===== src/rtl/itgd_pkg.sv =====
// Shared types, constants and helpers for the integer to grouped decimal formatter.
package itgd_pkg;

  // Decimal digit store: enough BCD digits for a 64-bit magnitude
  localparam int NUM_DIGITS = 19;
  localparam int DIG_IDX_W  = 5;

  // ASCII codes
  localparam logic [6:0] CHAR_ZERO  = 7'h30;
  localparam logic [6:0] CHAR_COMMA = 7'h2C;
  localparam logic [6:0] CHAR_MINUS = 7'h2D;

  // Controller to datapath commands
  typedef struct packed {
    logic load;        // capture magnitude and sign, clear BCD
    logic shift;       // one double-dabble step
    logic scan;        // locate most significant nonzero digit
    logic emit_sign;   // put out '-'
    logic emit_digit;  // put out digit at current index, step index down
    logic emit_comma;  // put out ','
  } itgd_cmd_t;

  // Datapath to controller status
  typedef struct packed {
    logic conv_last;   // final conversion step this cycle
    logic is_neg;      // captured value was negative
    logic last_digit;  // current digit index is the units digit
    logic need_comma;  // a comma follows the current digit
  } itgd_sts_t;

  // True when a digit position (0..18) is a nonzero multiple of three
  function automatic logic is_group_pos(input logic [DIG_IDX_W-1:0] pos);
    logic hit;
    unique case (pos)
      5'd3, 5'd6, 5'd9, 5'd12, 5'd15, 5'd18: hit = 1'b1;
      default:                              hit = 1'b0;
    endcase
    return hit;
  endfunction

endpackage


===== src/rtl/itgd_dp.sv =====
// Datapath: sign/magnitude capture, bit-serial BCD conversion, digit store and character output.
module itgd_dp #(
  parameter int VALUE_WIDTH = 64
) (
  input  logic                   clk,
  input  logic                   rst_n,
  input  itgd_pkg::itgd_cmd_t    cmd,
  output itgd_pkg::itgd_sts_t    sts,
  input  logic [VALUE_WIDTH-1:0] in_value,
  input  logic                   cfg_we,
  input  logic                   cfg_group_commas,
  output logic                   out_strobe,
  output logic [6:0]             out_char_code,
  output logic                   out_last_char
);
  import itgd_pkg::*;

  localparam int CNT_W = $clog2(VALUE_WIDTH);
  localparam logic [CNT_W-1:0] CNT_LAST = CNT_W'(VALUE_WIDTH - 1);

  logic [VALUE_WIDTH-1:0] mag_r, mag_nxt;
  logic [3:0]             bcd_r   [NUM_DIGITS];
  logic [3:0]             bcd_nxt [NUM_DIGITS];
  logic [3:0]             bcd_adj [NUM_DIGITS];
  logic [CNT_W-1:0]       cnt_r, cnt_nxt;
  logic [DIG_IDX_W-1:0]   idx_r, idx_nxt;
  logic [DIG_IDX_W-1:0]   top_idx;
  logic                   neg_r, neg_nxt;
  logic                   group_r;
  logic [3:0]             cur_digit;

  // Add-3 correction on every digit before the shift
  always_comb begin
    for (int k = 0; k < NUM_DIGITS; k++) begin
      bcd_adj[k] = (bcd_r[k] >= 4'd5) ? bcd_r[k] + 4'd3 : bcd_r[k];
    end
  end

  // Most significant nonzero digit; zero when the value is zero
  always_comb begin
    top_idx = '0;
    for (int k = 0; k < NUM_DIGITS; k++) begin
      if (bcd_r[k] != 4'd0) top_idx = DIG_IDX_W'(k);
    end
  end

  // Next-state logic
  always_comb begin
    mag_nxt = mag_r;
    bcd_nxt = bcd_r;
    cnt_nxt = cnt_r;
    idx_nxt = idx_r;
    neg_nxt = neg_r;
    if (cmd.load) begin
      neg_nxt = in_value[VALUE_WIDTH-1];
      mag_nxt = in_value[VALUE_WIDTH-1] ? (~in_value + VALUE_WIDTH'(1)) : in_value;
      cnt_nxt = '0;
      for (int k = 0; k < NUM_DIGITS; k++) bcd_nxt[k] = 4'd0;
    end else if (cmd.shift) begin
      mag_nxt = {mag_r[VALUE_WIDTH-2:0], 1'b0};
      cnt_nxt = cnt_r + CNT_W'(1);
      bcd_nxt[0] = {bcd_adj[0][2:0], mag_r[VALUE_WIDTH-1]};
      for (int k = 1; k < NUM_DIGITS; k++) begin
        bcd_nxt[k] = {bcd_adj[k][2:0], bcd_adj[k-1][3]};
      end
    end else if (cmd.scan) begin
      idx_nxt = top_idx;
    end else if (cmd.emit_digit && idx_r != '0) begin
      idx_nxt = idx_r - DIG_IDX_W'(1);
    end
  end

  // Control registers
  always_ff @(posedge clk) begin
    if (!rst_n) begin
      cnt_r   <= '0;
      idx_r   <= '0;
      neg_r   <= 1'b0;
      group_r <= 1'b1;
    end else begin
      cnt_r <= cnt_nxt;
      idx_r <= idx_nxt;
      neg_r <= neg_nxt;
      if (cfg_we) group_r <= cfg_group_commas;
    end
  end

  // Payload registers
  always_ff @(posedge clk) begin
    mag_r <= mag_nxt;
    bcd_r <= bcd_nxt;
  end

  // Status
  assign sts.conv_last  = (cnt_r == CNT_LAST);
  assign sts.is_neg     = neg_r;
  assign sts.last_digit = (idx_r == '0);
  assign sts.need_comma = group_r && is_group_pos(idx_r);

  // Character output
  assign cur_digit     = bcd_r[idx_r];
  assign out_strobe    = cmd.emit_sign | cmd.emit_digit | cmd.emit_comma;
  assign out_last_char = cmd.emit_digit && (idx_r == '0);
  always_comb begin
    if (cmd.emit_sign)       out_char_code = CHAR_MINUS;
    else if (cmd.emit_comma) out_char_code = CHAR_COMMA;
    else                     out_char_code = CHAR_ZERO + {3'b000, cur_digit};
  end

endmodule


===== src/rtl/itgd_ctrl.sv =====
// Controller: sequences capture, conversion, digit scan and character emission.
module itgd_ctrl (
  input  logic                clk,
  input  logic                rst_n,
  input  logic                start,
  output logic                busy,
  output itgd_pkg::itgd_cmd_t cmd,
  input  itgd_pkg::itgd_sts_t sts
);
  import itgd_pkg::*;

  typedef enum logic [5:0] {
    ST_IDLE  = 6'b000001,
    ST_CONV  = 6'b000010,
    ST_SCAN  = 6'b000100,
    ST_SIGN  = 6'b001000,
    ST_DIG   = 6'b010000,
    ST_COMMA = 6'b100000
  } state_t;

  state_t state_r, state_nxt;

  // Transitions and commands
  always_comb begin
    state_nxt = state_r;
    cmd       = '0;
    unique case (state_r)
      ST_IDLE: begin
        if (start) begin
          cmd.load  = 1'b1;
          state_nxt = ST_CONV;
        end
      end
      ST_CONV: begin
        cmd.shift = 1'b1;
        if (sts.conv_last) state_nxt = ST_SCAN;
      end
      ST_SCAN: begin
        cmd.scan  = 1'b1;
        state_nxt = sts.is_neg ? ST_SIGN : ST_DIG;
      end
      ST_SIGN: begin
        cmd.emit_sign = 1'b1;
        state_nxt     = ST_DIG;
      end
      ST_DIG: begin
        cmd.emit_digit = 1'b1;
        if (sts.last_digit)      state_nxt = ST_IDLE;
        else if (sts.need_comma) state_nxt = ST_COMMA;
      end
      ST_COMMA: begin
        cmd.emit_comma = 1'b1;
        state_nxt      = ST_DIG;
      end
      default: state_nxt = ST_IDLE;
    endcase
  end

  always_ff @(posedge clk) begin
    if (!rst_n) state_r <= ST_IDLE;
    else        state_r <= state_nxt;
  end

  assign busy = (state_r != ST_IDLE);

`ifndef SYNTHESIS
  a_start_to_conv: assert property (@(posedge clk) disable iff (!rst_n)
    (state_r == ST_IDLE && start) |=> (state_r == ST_CONV))
    else $error("accepted transaction did not start conversion");
  a_last_ends: assert property (@(posedge clk) disable iff (!rst_n)
    (state_r == ST_DIG && sts.last_digit) |=> (state_r == ST_IDLE))
    else $error("units digit did not end the transaction");
  a_comma_then_digit: assert property (@(posedge clk) disable iff (!rst_n)
    (state_r == ST_COMMA) |=> (state_r == ST_DIG))
    else $error("comma not followed by a digit");
  a_sign_only_neg: assert property (@(posedge clk) disable iff (!rst_n)
    (state_r == ST_SIGN) |-> sts.is_neg)
    else $error("minus sign for a non-negative value");
`endif

endmodule


===== src/rtl/integer_to_grouped_decimal.sv =====
// Top level: signed integer to decimal ASCII text with optional thousands commas.
// First character strobes once capture, conversion and digit scan are done.
// One transaction at a time (start taken only when idle), N characters (1..26) each,
//   paced by the one-bit-per-cycle double-dabble conversion and one character per cycle.
// Results strobe for one cycle each; the receiver cannot stall.
// Reset (rst_n low, synchronous): idle, comma grouping on.
module integer_to_grouped_decimal #(
  parameter int VALUE_WIDTH = 64
) (
  input  logic                          clk,
  input  logic                          rst_n,
  input  logic                          start,
  output logic                          busy,
  input  logic signed [VALUE_WIDTH-1:0] in_value,
  output logic                          out_strobe,
  output logic [6:0]                    out_char_code,
  output logic                          out_last_char,
  input  logic                          cfg_valid,
  output logic                          cfg_ready,
  input  logic                          cfg_group_commas
);
  import itgd_pkg::*;

  itgd_cmd_t cmd;
  itgd_sts_t sts;

  // Config register always writable
  assign cfg_ready = 1'b1;

  itgd_ctrl u_ctrl (
    .clk   (clk),
    .rst_n (rst_n),
    .start (start),
    .busy  (busy),
    .cmd   (cmd),
    .sts   (sts)
  );

  itgd_dp #(
    .VALUE_WIDTH (VALUE_WIDTH)
  ) u_dp (
    .clk              (clk),
    .rst_n            (rst_n),
    .cmd              (cmd),
    .sts              (sts),
    .in_value         ($unsigned(in_value)),
    .cfg_we           (cfg_valid & cfg_ready),
    .cfg_group_commas (cfg_group_commas),
    .out_strobe       (out_strobe),
    .out_char_code    (out_char_code),
    .out_last_char    (out_last_char)
  );

endmodule

===== config.mk =====
export PLATFORM = sky130hd
export DESIGN_NAME = integer_to_grouped_decimal
export DESIGN_NICKNAME = d
export VERILOG_FILES = /design/src/rtl/itgd_pkg.sv /design/src/rtl/itgd_dp.sv /design/src/rtl/itgd_ctrl.sv /design/src/rtl/integer_to_grouped_decimal.sv
export SDC_FILE = /design/constraint.sdc
export NUM_CORES = 1
export LEC_CHECK = 0
export ABC_AREA = 1
export BUFFER_PORTS_ARGS = -buffer_cell sky130_fd_sc_hd__clkbuf_2
export CELL_PAD_IN_SITES_DETAIL_PLACEMENT = 1
export CELL_PAD_IN_SITES_GLOBAL_PLACEMENT = 2
export CORE_MARGIN = 2
export CORE_UTILIZATION = 35
export CTS_CLUSTER_DIAMETER = 120
export DETAILED_ROUTE_END_ITERATION = 6
export MAX_ROUTING_LAYER = met4
export PLACE_DENSITY = 0.91
export SETUP_SLACK_MARGIN = 0.02
export SLEW_MARGIN = 10
export SYNTH_ARGS = -nofsm -noshare
export SYNTH_HDL_FRONTEND = slang
export SYNTH_SLANG_ARGS = --single-unit

===== constraint.sdc =====
create_clock -name clk -period 3.3 [get_ports clk]
set_input_delay 0.165 -clock clk [delete_from_list [all_inputs] [get_ports clk]]
set_output_delay 0.165 -clock clk [all_outputs]
set_load 0.01 [all_outputs]

==> flow_metrics.py <==
metrics = {
    "synth": {
        "yosysWarnings": 0,
        "avgSynthCellArea_um2": 7.338,
        "yosysSeqAreaShare_pct": 36.59,
        "synth_area_leader_cell": "edfxtp_1",
        "ys_ff_latch": 159,
        "syn_area_um2": 10450,
        "synth_ff_type": "dfxtp_1",
        "synthTopCellsByArea": "edfxtp_1 (18%), dfxtp_1 (18%), nand2_1 (8.9%), o21ai_0 (8.5%), inv_1 (6.4%)",
        "synth_cells": 1424,
        "synth_cell_type_count": 50,
        "synth_edf_count": 64,
        "synthArstFlopShare_pct": 0,
        "yosys.area.top_type_share_pct": 18.39,
    },
    "floorplanning": {
        "dieHeight_um": 176.8,
        "rows": 63,
        "fp.coreArea_um2": 29480,
        "start_util_pct": 35.45,
        "fp.dieW_um": 176.8,
        "pin_count": 80,
        "die_area_um2": 31250,
    },
    "cells_and_area": {
        "fin_cells": 1886,
        "final_common_cell": "nand2_1",
        "fillers": 3719,
        "layout_common_cells": "nand2_1 (246), o21ai_0 (178), inv_1 (177), nor2_1 (105), a21oi_1 (104)",
        "stdcell_area_um2": 11880,
        "drive_above_1_share_pct": 10.63,
        "utilization_pct": 40.30,
        "final_nets": 1598,
        "n_antenna_cell": 0,
        "syn_to_final_growth_pct": 13.68,
    },
    "critical_path": {
        "worst_path_largest_cell_delay_ns": 0.60,
        "r2r_end": "u_dp.cnt_r[5]",
        "r2r_start": "u_ctrl.state_r[3]",
        "critPathArrivalTime_ns": 2.61,
        "crit_start": "u_dp.idx_r[0]",
        "cp_cell_sequence": "inv_1 > buf_4 > o21ai_0 > a21oi_1 > o41ai_1 > o21ai_0 > nand2_1 > nand2_1 > clkbuf_2",
        "cp-start-kind": "register",
        "worst-path-buf-inv": 3,
        "cp_slowest_cell": "dfxtp_1",
        "reg2reg_depth": 9,
        "end_kind": "output port",
        "rrSetupSlack_ns": 0.81,
        "cp_max_fo": 20,
        "worstSetupPathType": "reg2out",
        "cp.required_ns": 3.13,
        "crit_family": "compound AO/OA/AOI/OAI gates",
    },
    "global_routing": {
        "grt_pass1_wl_mm": 53.32,
        "grt_usage_pct": 22.18,
        "overflow": 0,
        "use_met3_pct": 3.136,
        "grt_most_used_layer": "met2",
        "gr-usage-met2_pct": 37.17,
        "met1_usage_pct": 27.68,
        "grt_max_degree": 112,
        "grt_pass1_vias": 10248,
        "antenna_found_initial": 0,
    },
    "route": {
        "drt_first_pass_iters": 5,
        "vias": 9915,
        "first_iter_violations": 516,
        "ant_nets": 0,
        "wl_per_cell_um": 17.35,
        "viasPerCell": 5.257,
        "drt-total-wl_mm": 32.73,
        "route.detailed.drc": 0,
    },
    "sta": {
        "min_period_over_period_pct": 84.13,
        "tightestPinTransition_ns": 1.096,
        "relSlewSlack_pct": 26.96,
        "skew_ns": 0.009877,
        "timing.hold.ws_ns": 0.03281,
        "maxSlewViolCount": 0,
        "hold_violations": 0,
        "rsz0062_at_grt": "false",
        "setup_viol": 0,
        "fin_crit_ns": 2.776,
        "tns_ns": 0,
        "timing.fmax_ghz": 0.3602,
    },
    "worst_hold_path": {
        "hold_depth": 3,
        "hold_path.class": "in2reg",
        "hp-start": "cfg_group_commas",
        "hold_path_end": "u_dp.group_r",
    },
    "placement": {
        "hpwl_mm": 23.78,
        "placed_cell_area_um2": 11250,
        "gp_congestion": 0.8715,
        "io_buffers": 76,
        "dp.cells": 1852,
    },
    "clock_network": {
        "cts-buffers-inserted": 17,
        "clk_path_buf_depth": 2,
        "cts_root_buf": "clkbuf_16",
        "cts_setup_buffers": 0,
        "clock_latency_ns": 0.44,
        "clkSinkCount": 159,
        "htree_levels": 4,
        "cts_tree": "done",
        "path_clk_slew_ns": 0.07,
    },
    "power_and_ir_drop": {
        "p_leak_uw": 0.004698,
        "powerDensity_nw_per_um2": 428.8,
        "ir_drop_mv": 0.3574,
    },
    "status": {
        "status": "complete, no violations",
    },
    "run": {
        "maxCapViolations": 0,
    },
}
-- Yosys cell counts (11+ instances only) --
library cell,number
nand2_1,247
o21ai_0,178
inv_1,177
nor2_1,105
a21oi_1,104
dfxtp_1,95
xor2_1,70
nand3_1,69
edfxtp_1,64
ha_1,46
nor3_1,31
clkbuf_1,30
o22ai_1,26
nand4_1,16
o211ai_1,15
o31ai_1,15
buf_2,14
a31oi_1,12
o21ai_1,12
nor4_1,11
-- worst reg2reg max path, delay by kind of cell, from the launching register on --
family	cells	cell delay [ns]
and+or+nand+nor	5	0.93
DFF	1	0.39
buffers and inverters	4	1.10
-- cells by family (layout without fill, tap and decap cells) --
group | after synthesis | in the layout | share of synthesized area (%)
AO/OA/AOI/OAI | 377 | 377 | 19.78
XOR/XNOR | 78 | 78 | 6.537
adder cells (fa/ha/maj) | 46 | 46 | 5.508
buffers and inverters | 241 | 312 | 8.932
flip-flops | 159 | 159 | 36.59
other | 2 | 3 | 0.07187
AND/OR/NAND/NOR | 521 | 521 | 22.58
-- how the worst max path moves through the flow --
| stage | endpoint | slack, ns | depth (start not counted) |
|---|---|---|---|
| 2_1_floorplan | u_dp.mag_r[0] | 0.60 | 9 |
| 3_3_place_gp | u_dp.cnt_r[4] | 0.90 | 9 |
| 3_5_place_dp | u_dp.cnt_r[5] | 0.79 | 9 |
| 4_1_cts | out_char_code[0] | 0.51 | 9 |
| 5_1_grt | out_char_code[0] | 0.31 | 9 |
| 6_report | out_char_code[0] | 0.52 | 9 |
-- where the power goes --
part	switching, uW	total (uW)	internal, uW	leakage (uW)
Sequential	40.2	2280	2240	0.00138
Combinational	476	681	205	0.00302
Clock	893	2140	1240	0.000298
Total	1410	5090	3680	0.00470
-- per-stage QoR --
stage	worst slack [ns]	power (uW)
floorplan	0.6036	2737
global placement	0.9037	2975
detailed placement	0.7863	2998
CTS	0.5069	5144
global route	0.3121	5308
finish	0.5237	5094
-- cell type report --
type,count,area (um2),share of cell area [%]
Tap cell,390,488.0,4.107
Sequential cell,159,3824,32.19
Timing Repair Buffer,93,538.0,4.529
Clock buffer,20,457.9,3.855
Clock inverter,12,156.4,1.316
Multi-Input combinational cell,1025,5713,48.09
Inverter,187,703.2,5.919
-- layer usage --
metal  wire [um]  up-vias
li1            -     4912
met3        1057       58
met2       15760      192
met4         836        0
met1       15080     4753
met5           0        -
-- state kept, by name, summed over array words and instances, names as in the netlist --
register        cells
u_dp.cnt_r          6
u_ctrl.state_r      6
u_dp.mag_r         64
u_dp.idx_r          5
u_dp.group_r        1
u_dp.bcd_r         76
u_dp.neg_r          1
-- timing repair --
| action | 4_1_cts | 5_1_grt |
|---|---|---|
| hold endpoints to repair | 2 | 0 |
| hold buffers | 2 | 0 |
| gates resized for setup | 0 | 0 |
Note: power is estimated with default switching activity, not from simulation.
